File: config.mk
export PLATFORM = sky130hd
export DESIGN_NAME = tmte_ctrl
export DESIGN_NICKNAME = d
export VERILOG_FILES = /design/src/sv/tmte_pkg.sv /design/src/sv/tmte_ctrl.sv
export SDC_FILE = /design/constraint.sdc
export NUM_CORES = 1
export LEC_CHECK = 0
export ABC_AREA = 1
export BUFFER_PORTS_ARGS = -buffer_cell sky130_fd_sc_hd__buf_2
export CAP_MARGIN = 0
export CORE_AREA = 3 3 40 42
export CTS_BUF_LIST = sky130_fd_sc_hd__clkbuf_2 sky130_fd_sc_hd__clkbuf_4 sky130_fd_sc_hd__clkbuf_8
export DETAILED_ROUTE_END_ITERATION = 7
export DIE_AREA = 0 0 43 45
export PLACE_DENSITY = 0.69
export SYNTH_ARGS = -nofsm -noshare
export SYNTH_HDL_FRONTEND = slang
export SYNTH_SLANG_ARGS = --single-unit
File: constraint.sdc
create_clock -name clk -period 4.03 [get_ports clk]
set_clock_uncertainty 0.15 [all_clocks]
set_input_delay 0 -clock clk [delete_from_list [all_inputs] [get_ports clk]]
set_output_delay 0 -clock clk [all_outputs]
set_load 0.03 [all_outputs]
File: src/sv/tmte_pkg.sv
// ----------------------------------------------------------------------------
// tmte_pkg
// Shared types and constants for the text-mode terminal engine.
// ----------------------------------------------------------------------------
package tmte_pkg;

    localparam logic [2:0] CMD_PUTC    = 3'd0;
    localparam logic [2:0] CMD_COLOR   = 3'd1;
    localparam logic [2:0] CMD_CURSOR  = 3'd2;
    localparam logic [2:0] CMD_PUTAT   = 3'd3;
    localparam logic [2:0] CMD_READ    = 3'd4;
    localparam logic [2:0] CMD_CLEAR   = 3'd5;
    localparam logic [2:0] CMD_SAVE    = 3'd6;
    localparam logic [2:0] CMD_RESTORE = 3'd7;

    localparam logic [7:0] CH_BS    = 8'h08;
    localparam logic [7:0] CH_TAB   = 8'h09;
    localparam logic [7:0] CH_LF    = 8'h0A;
    localparam logic [7:0] CH_CR    = 8'h0D;
    localparam logic [7:0] CH_SPACE = 8'h20;
    localparam logic [7:0] RESET_ATTR = 8'h07;

    typedef enum logic [3:0] {
        ST_INIT,      // clearing pass after reset
        ST_IDLE,
        ST_DECODE,    // cursor updated, decide memory work
        ST_FILL,      // blank sweep, clear or bottom line
        ST_SCR_RD,    // scroll: read cell below
        ST_SCR_WR,    // scroll: write it one line up
        ST_WRITE,     // single cell write
        ST_READ,      // read cell issued
        ST_READ_WAIT,
        ST_OUT
    } state_t;

    // controller to datapath
    typedef struct packed {
        logic load_item;   // capture input item
        logic decode;      // run cursor/colour update
        logic ptr_clear;   // pointer to zero
        logic ptr_line;    // pointer to start of bottom line
        logic ptr_inc;
        logic fill_we;     // write blank at pointer
        logic scr_re;      // read pointer+COLUMNS
        logic scr_we;      // write read data at pointer
        logic cell_we;     // write pending cell
        logic cell_re;     // read addressed cell
        logic rd_capture;
        logic init_blank;  // fill uses reset blank
        logic wrap_fix;    // finish a wrapped printable after scroll
    } ctrl_t;

    // datapath to controller
    typedef struct packed {
        logic need_scroll;
        logic need_clear;
        logic need_write;
        logic need_read;
        logic ptr_last;     // pointer at last cell of its sweep
        logic scr_last;     // pointer at last source cell of scroll
    } stat_t;

endpackage

File: src/sv/tmte_ctrl.sv
// ----------------------------------------------------------------------------
// tmte_ctrl
// Command sequencer: sweeps, scroll copy, cell access and result handshake.
// ----------------------------------------------------------------------------
module tmte_ctrl
    import tmte_pkg::*;
(
    input  logic  clk,
    input  logic  rst_n,
    input  logic  in_valid,
    output logic  in_ready,
    output logic  out_valid,
    input  logic  out_ready,
    input  stat_t st,
    output ctrl_t ctl
);
    state_t state_reg, state_next;
    logic   wrap_reg, wrap_next;   // scroll came from a wrapped printable

    always_ff @(posedge clk or negedge rst_n)
    begin
        if (!rst_n)
        begin
            state_reg <= ST_INIT;
            wrap_reg  <= 1'b0;
        end
        else
        begin
            state_reg <= state_next;
            wrap_reg  <= wrap_next;
        end
    end

    always_comb
    begin
        state_next = state_reg;
        wrap_next  = wrap_reg;
        ctl        = '0;
        in_ready   = 1'b0;
        out_valid  = 1'b0;
        case (state_reg)
            ST_INIT:
            begin
                ctl.fill_we    = 1'b1;
                ctl.init_blank = 1'b1;
                ctl.ptr_inc    = 1'b1;
                if (st.ptr_last)
                begin
                    ctl.ptr_clear = 1'b1;
                    state_next    = ST_IDLE;
                end
            end
            ST_IDLE:
            begin
                in_ready = 1'b1;
                if (in_valid)
                begin
                    ctl.load_item = 1'b1;
                    state_next    = ST_DECODE;
                end
            end
            ST_DECODE:
            begin
                ctl.decode = 1'b1;
                ctl.ptr_clear = 1'b1;
                wrap_next = st.need_write;
                if (st.need_clear)
                    state_next = ST_FILL;
                else if (st.need_scroll)
                    state_next = ST_SCR_RD;
                else if (st.need_write)
                    state_next = ST_WRITE;
                else if (st.need_read)
                    state_next = ST_READ;
                else
                    state_next = ST_OUT;
            end
            ST_SCR_RD:
            begin
                ctl.scr_re = 1'b1;
                state_next = ST_SCR_WR;
            end
            ST_SCR_WR:
            begin
                ctl.scr_we  = 1'b1;
                ctl.ptr_inc = 1'b1;
                if (st.scr_last)
                begin
                    ctl.ptr_line = 1'b1;
                    state_next   = ST_FILL;
                end
                else
                    state_next = ST_SCR_RD;
            end
            ST_FILL:
            begin
                ctl.fill_we = 1'b1;
                ctl.ptr_inc = 1'b1;
                if (st.ptr_last)
                begin
                    if (wrap_reg)
                    begin
                        ctl.wrap_fix = 1'b1;
                        state_next   = ST_WRITE;
                    end
                    else
                        state_next = ST_OUT;
                end
            end
            ST_WRITE:
            begin
                ctl.cell_we = 1'b1;
                state_next  = ST_OUT;
            end
            ST_READ:
            begin
                ctl.cell_re = 1'b1;
                state_next  = ST_READ_WAIT;
            end
            ST_READ_WAIT:
            begin
                ctl.rd_capture = 1'b1;
                state_next     = ST_OUT;
            end
            ST_OUT:
            begin
                out_valid = 1'b1;
                if (out_ready)
                    state_next = ST_IDLE;
            end
            default:
                state_next = ST_IDLE;
        endcase
    end
endmodule

==> results of run 1 <==
-- worst max-delay path by stage --
stage | start | to | cells past startpoint
floorplan | state_reg[1] | state_reg[0] | 8
global placement | state_reg[0] | state_reg[0] | 8
detailed placement | state_reg[0] | state_reg[3] | 8
CTS | state_reg[3] | ctl[0] | 6
global route | state_reg[3] | ctl[0] | 6
finish | state_reg[3] | ctl[0] | 6
-- cell usage in the layout, fill, tap and decap left out, drive strengths merged --
cell type	synthesis	final
nand2	28	28
or2	1	1
dfrtp	5	5
nand3	11	11
buf	0	24
nor3	4	4
nand4	1	1
nor2	17	17
dlygate4sd3	0	5
inv	18	18
o21ai	2	2
clkbuf	0	4
-- cells by family after synthesis --
family / Yosys count
AOI/OAI and AO/OA: 2
buffers and inverters: 18
DFF: 5
and+or+nand+nor: 62
-- final cells by class --
class                           instances  area, µm²
Clock buffer                            4       30.0
Fill cell                             131        587
Inverter                               18       67.6
Multi-Input combinational cell         64        287
Sequential cell                         5        125
Tap cell                               15       18.8
Timing Repair Buffer                   29        170
-- stage by stage --
step | hold slack, ps | instance area [µm²] | std cells
floorplan | -446 | 479 | 87
global placement | -332 | 618 | 126
global route | 15.0 | 698 | 135
detailed placement | -331 | 618 | 126
CTS | 0.451 | 698 | 135
finish | 1.49 | 698 | 135
-- what timing repair did --
action                                 4_1_cts  5_1_grt
endpoints found under the hold margin        8        0
resized for setup                            0        0
hold buffers                                 5        0
-- per-layer routing --
metal	global-route usage, %	wire, µm	share of wire [%]	vias to the layer above
met1	18.3	570	45	252
met3	5.58	124	9.8	2
li1	-	-	-	329
met4	5.42	14	1.1	0
met2	26.0	560	44	25
met5	0	0	0	-
-- where the power goes --
| group | internal, mW | switching, mW |
|---|---|---|
| clock network | 0.0441 | 0.0200 |
| logic | 0.103 | 0.251 |
| registers | 0.0703 | 0.0261 |
| total | 0.217 | 0.297 |
-- worst min-delay path: cells and delay by family --
family	cells	cell delay, ps
buffers and inverters	1	100
AND/OR/NAND/NOR	3	250
==> reports/results.txt, run 1 <==
Status: finished, final reports clean
HP Class: in2reg
Worst R2R Start: state_reg[0]
Slowest stage cell, crit path: dfrtp_1
Hold_sp: st[4]
CTS max path bufs: 2
Setup TNS: 0 ps
Gr usage total: 15.5%
# clock sinks: 5
Worst-path clk slew: 40 ps
Slowest stage delay, CP: 420 ps
Syn Inst Count: 87
Final core utilization: 54.3%
Largest family of logic cells by synthesized area: simple AND/OR/NAND/NOR gates
Worst skew pair latency: 240 ps
Drt total wl: 1.27 mm
Startpoint Class: flip-flop
Area Overhead vs Synth: 45.7%
Full die area: 1940 µm²
First-pass GRT wire length: 2.24 mm
PortBufs: 24
Remaining Overflow, GRT: 0
EDFF count, synth: 0
I/O pin count: 25
Top cells by area, synth: dfrtp_1, nand2_1, inv_1
R2R Path End: state_reg[3]
Die W: 43 µm
CTS tree: done
Max-cap violations: 0
Clock root cell: clkbuf_4
FFs w/ async S/R, synth: 100%
Slew Limit Fails: 0
Area fraction of the dominant cell type after synthesis: 26.1%
XOR/XNOR Fraction of Synth Area: 0%
Worst setup EP type: output pin
Crit-path cells: nor2_2, nand3_1, inv_1, nand2_1, nor2_1, buf_2
CP delay by family, top: simple AND/OR/NAND/NOR gates
Power Total: 0.514 mW
Chip height: 45 µm
Tightest Pin Transition: 291 ps
Setup Fix Bufs, Post-CTS: 0
Core area: 1280 µm²
Hold Fails Final Rpt: 0
Drt via density: 4.50
Max VDD drop: 0.391 mV
Fraction of layout cells with a size suffix above 1: 31.7%
Reg2reg path depth: 8
Syn_nets: 97
CTS Buf Count: 3
N_diodes: 0
Compound-Gate Fraction of Synth Area: 2.09%
Worst slack, placed: 2520 ps
Max reg flops: 4
Drt wl/cell: 9.41 µm
Worst EP required: 3880 ps
Initial antenna violation count: 0
Fin crit period: 1660 ps
RSZ-0062 raised after global routing: no
Rel. slew slack: 80.5%
Period utilization: 41.3%
YS warnings: 0
Num rows: 13
Crit path kind: reg2out
Drt first pass iters: 4
Fmax: 601 MHz
Dominant synthesized flop cell: dfrtp_1
Gp weighted congestion: 0.869
Post-synthesis mux area share: 0%
Lkg Pwr: 0.497 nW
R2R Setup Slk: 2500 ps
DR iter-0 viols: 17
Vias in the first global route: 586
# H-tree levels: 1
PwrDens: 737 nW/µm²
Post-Syn Area: 479 µm²
Area leader, netlist: dfrtp_1
Unique cell type count in the Yosys netlist: 13
HPWL after detailed placement: 1.07 mm
Setup-violating endpoint count in the final report: 0
Vias: 608
Nets: 131
Initial Utilization: 37.3%
Post-synthesis sequential area ratio: 26.1%
Drc violations: 0
CP Data Arrival Time: 1510 ps
Syn_area_per_cell: 5.51 µm²
Hold Path End: state_reg[2]
Final WS setup: 2370 ps
Most common cell in the netlist: nand2_1
Top cell types by occurrence after synthesis: nand2_1, inv_1, nor2_1, nand3_1, dfrtp_1
Largest net degree at the start of global routing: 8
Crit path max fanout: 5
Post-DRT Antenna Nets: 0
Synth Area in Adders: 0%
CP Buf/Inv Count: 2
#FFs+latches synth: 5
Post-Synth Simple-Gate Area: 57.7%
Hold path cells: 4
(Power assumes the default switching activity.)
==> inputs of run 2 (changes only) <==
PLACE_DENSITY = 0.72   (was 0.69)
clock period = 1.4 ns   (was 4.03 ns; I/O delays follow)
==> run 2 against run 1 <==
The run now ends with setup timing left. Sequential share of layout area down 5.9 points. Critical path type is now reg2reg. Global-route usage rose by 6.2 points. Core utilization is 30 points higher. Register-to-register slack got worse by 2600 ps. Critical endpoint is now state_reg[3]. First-iteration DRC count fell by 29%.
==> reports/results.txt, run 2 (synthesis gave the netlist of run 1 again) <==
Hold_ws: 42.9 ps
Register area: 130 µm²
Slowest stage cell, crit path: dfrtp_2
Nets: 152
FILL cells: 72
Gr usage total: 21.7%
Setup TNS: -1170 ps
Drc violations: 0
Core area: 1280 µm²
Failing checks: setup timing
Status: finished, violations left
Worst setup EP type: flip-flop
Clock root cell: clkbuf_4
DR iter-0 viols: 12
Drt first pass iters: 4
Worst EP required: 1380 ps
# clock sinks: 5
HP Class: in2reg
Startpoint Class: flip-flop
Crit path max fanout: 3
Setup-violating endpoint count in the final report: 17
Slowest stage delay, CP: 440 ps
Initial Utilization: 37.3%
Fin crit period: 1530 ps
Area of the multi-input gates: 409 µm²
Final WS setup: -128 ps
CTS Buf Count: 3
Fin cells: 156
First-pass GRT wire length: 3.11 mm
PwrDens: 2100 nW/µm²
Rel. slew slack: 83.8%
N_diodes: 0
Crit path kind: reg2reg
Num rows: 13
Vias in the first global route: 703
Vias: 759
CP Data Arrival Time: 1510 ps
Chip height: 45 µm
HPWL after detailed placement: 1.11 mm
Max VDD drop: 1.40 mV
CTS max path bufs: 2
Drt via density: 4.87
# H-tree levels: 1
Slew Limit Fails: 0
Final core utilization: 84.5%
Full die area: 1940 µm²
Remaining Overflow, GRT: 0
RSZ-0062 raised after global routing: yes
Post-DRT Antenna Nets: 0
I/O pin count: 25
Period utilization: 109%
Tightest Pin Transition: 240 ps
Initial antenna violation count: 0
Max reg flops: 4
Worst slack, placed: -50.7 ps
Lkg Pwr: 0.618 nW
Gp weighted congestion: 0.828
Die W: 43 µm
Crit-path cells: inv_2, buf_6, buf_4, nand4_1, nand3_4, inv_2, nand2_1, nand2_1
Area Overhead vs Synth: 127%
Hold Fails Final Rpt: 0
Dpl cells: 130
Fmax: 654 MHz
Drt wl/cell: 13.2 µm
CTS tree: done
Most frequent cells in the layout: nand2_1, buf_4, buf_6
Worst-path clk slew: 50 ps
Max-cap violations: 0
Largest net degree at the start of global routing: 7
PortBufs: 24
Fraction of layout cells with a size suffix above 1: 63.1%
Worst skew pair latency: 240 ps
Drt total wl: 2.06 mm
[run 2: cell types whose count changed in the layout (fill, tap and decap cells not counted), moves of 3 or more]
| cell | change |
|---|---|
| dfrtp_2 | +4 |
| nand2_2 | +5 |
| nand2_4 | +3 |
| nor2_4 | +4 |
| buf_4 | +18 |
| dfrtp_1 | -4 |
| buf_2 | -15 |
| buf_6 | +16 |
| inv_2 | +6 |
| nor2_1 | -6 |
| nand3_1 | -5 |
| inv_1 | -7 |
| nand3_4 | +3 |
| nand2_1 | -8 |
[run 2: power breakdown]
group / leakage, nW / internal (mW) / switching [mW]
clock network: 0.0184 / 0.127 / 0.0597
logic: 0.541 / 0.771 / 1.00
registers: 0.0586 / 0.210 / 0.114
total: 0.618 / 1.11 / 1.18
[run 2: repair_timing]
action	CTS	global route
pin swaps	12	10
setup endpoints to repair	17	19
cloned	0	0
hold endpoints to repair	9	0
hold buffers	6	0
resized for setup	43	20
buffers inserted	14	3
[run 2: per-stage QoR]
stage	instance area, µm²	power (mW)
after floorplan	509	1.10
after global placement	678	1.40
after detailed placement	678	1.41
after CTS	1000	2.06
after global routing	1090	2.43
final	1090	2.28
[run 2: area by class of cell]
class | count | share of cell area (%)
Clock buffer | 4 | 2.76
Inverter | 18 | 6.45
Multi-Input combinational cell | 64 | 37.7
Sequential cell | 5 | 12.0
Tap cell | 15 | 1.73
Timing Repair Buffer | 50 | 39.4
[run 2: worst max-delay path, delay by kind of cell, from the launching register on]
kind / cells / cell delay [ps]
flops: 1 / 440
simple gates: 4 / 440
buf+inv: 4 / 390
[run 2: per-layer routing]
| layer | vias up | track usage, % | routed length [µm] |
|---|---|---|---|
| li1 | 376 | - | - |
| met1 | 352 | 25.4 | 826 |
| met2 | 27 | 39.8 | 1090 |
| met3 | 4 | 5.58 | 115 |
| met4 | 0 | 4.82 | 33 |
| met5 | - | 0 | 0 |
[run 2: final timing paths]
| check | start | end | slack [ps] | cells past startpoint |
|---|---|---|---|---|
| setup / recovery | state_reg[2] | state_reg[3] | -130 | 8 |
| hold / removal | st[2] | state_reg[3] | 40 | 6 |
| setup reg to reg | state_reg[2] | state_reg[3] | -130 | 8 |
| hold reg to reg | wrap_reg | wrap_reg | 430 | 2 |
| max in group asynchronous | rst_n | state_reg[1] | 350 | 3 |
| min in group asynchronous | rst_n | state_reg[0] | 530 | 3 |
==> inputs of run 3 (changes only) <==
CORE_AREA = 10 10 47 49   (was 3 3 40 42)
DIE_AREA = 0 0 57 59   (was 0 0 43 45)
==> run 3 against run 2 <==
Global-route usage shrank 8.9 points. Largest power group unchanged. The run still ends with setup timing left. Setup slack got worse by 12 ps. Clock power increased by 3%. Power rose by 0.77%. Sequential power fell by 2%. Critical endpoint is now state_reg[2]. Critical path type unchanged.
==> reports/results.txt, run 3 (synthesis gave the netlist of run 1 again) <==
CTS Buf Count: 3
RSZ-0062 raised after global routing: yes
Hold Fails Final Rpt: 0
Failing checks: setup timing
DR iter-0 viols: 11
Worst setup EP type: flip-flop
Max reg flops: 4
Lkg Pwr: 0.591 nW
Drt total wl: 2.20 mm
Slew Limit Fails: 0
Most frequent cells in the layout: nand2_1, buf_6, buf_4
Full die area: 3360 µm²
HP Class: in2reg
Hold_ws: 38.2 ps
Worst-path clk slew: 50 ps
GR Layer Usage met3: 4.94%
Met1 usage: 12.6%
Max VDD drop: 1.28 mV
Period utilization: 110%
Worst R2R Start: state_reg[3]
Drt first pass iters: 4
Post-DRT Antenna Nets: 0
Status: finished, violations left
Max-cap violations: 0
R2R Setup Slk: -140 ps
Worst skew pair latency: 250 ps
Drt wl/cell: 14.7 µm
Core area: 1400 µm²
# clock sinks: 5
CP Data Arrival Time: 1580 ps
FILL cells: 105
Tightest Pin Transition: 259 ps
Crit path from: state_reg[3]
Largest net degree at the start of global routing: 7
Drt via density: 5.09
Nets: 144
M2 GR Usage: 21.9%
Fraction of layout cells with a size suffix above 1: 64.7%
Rel. slew slack: 82.7%
Drc violations: 0
# H-tree levels: 1
Chip height: 59 µm
Fin crit period: 1540 ps
Vias: 758
Startpoint Class: flip-flop
Reg2reg path depth: 7
I/O pin count: 25
Busiest grt layer: met2
First-pass GRT wire length: 3.54 mm
Final WS setup: -140 ps
Crit path kind: reg2reg
PortBufs: 24
Initial Utilization: 34.2%
HPWL after detailed placement: 1.32 mm
R2R Path End: state_reg[2]
Gr usage total: 12.7%
Setup-violating endpoint count in the final report: 16
N_diodes: 0
Fmax: 649 MHz
PwrDens: 2200 nW/µm²
Gp weighted congestion: 0.846
CTS max path bufs: 2
Vias in the first global route: 793
Clock root cell: clkbuf_4
Num rows: 14
Die W: 57 µm
Critical path capture point: state_reg[2]
Worst EP required: 1440 ps
Initial antenna violation count: 0
Power Total: 2.30 mW
Remaining Overflow, GRT: 0
Area Overhead vs Synth: 118%
Crit path max fanout: 5
CTS tree: done
run 3: layout make-up:
cell class | instances | area (µm²) | area share [%]
Clock buffer | 4 | 30.0 | 2.87
Inverter | 18 | 70.1 | 6.70
Multi-Input combinational cell | 64 | 434 | 41.5
Sequential cell | 5 | 130 | 12.4
Tap cell | 16 | 20.0 | 1.91
Timing Repair Buffer | 42 | 362 | 34.6
run 3: routing by layer:
layer  part of all wire, %  vias to the layer above
li1                      -                      358
met1                    36                      357
met2                    53                       33
met3                   6.3                       10
met4                   4.1                        0
met5                     0                        -
run 3: worst min path at each step:
stage	startpoint	slack, ps	cells after the start	end
2_1_floorplan	rst_n	-450	0	state_reg[0]
5_1_grt	out_ready	70	5	state_reg[3]
4_1_cts	out_ready	50	5	state_reg[3]
3_5_place_dp	rst_n	-330	1	state_reg[3]
6_report	st[2]	40	6	state_reg[3]
3_3_place_gp	rst_n	-330	1	state_reg[3]
run 3: power breakdown:
group / leakage (nW) / switching (mW) / total, mW / internal [mW]
sequential: 0.0586 / 0.107 / 0.317 / 0.210
combinational: 0.514 / 1.05 / 1.79 / 0.746
clock: 0.0184 / 0.0653 / 0.193 / 0.128
total: 0.591 / 1.22 / 2.30 / 1.08
run 3: through the flow:
stage / setup slack (ps) / instances / area, µm² / setup TNS (ps) / util [%]
global route: -181 / 149 / 1050 / -2440 / 74.6
detailed placement: -53.6 / 130 / 672 / -134 / 47.9
global placement: -60.3 / 130 / 672 / -178 / 47.9
floorplan: -39.8 / 87 / 509 / -42.5 / -
CTS: -105 / 147 / 938 / -811 / 67.0
finish: -140 / 149 / 1050 / -1220 / 74.6
run 3: timing repair:
item                                    CTS  global route
pin swaps                                 4            10
setup buffers                             9             2
endpoints found under the setup margin   18            20
resized for setup                        41            29
endpoints found under the hold margin     8             0
hold buffers                              5             0
run 3: critical path: stages (launching register included):
cell and delay, ps:
dfrtp_2 440, buf_6 130, nor2_4 190, nand2_4 90, or2_1 260, nand3_1 90
nor2_1 60, nor2_2 70
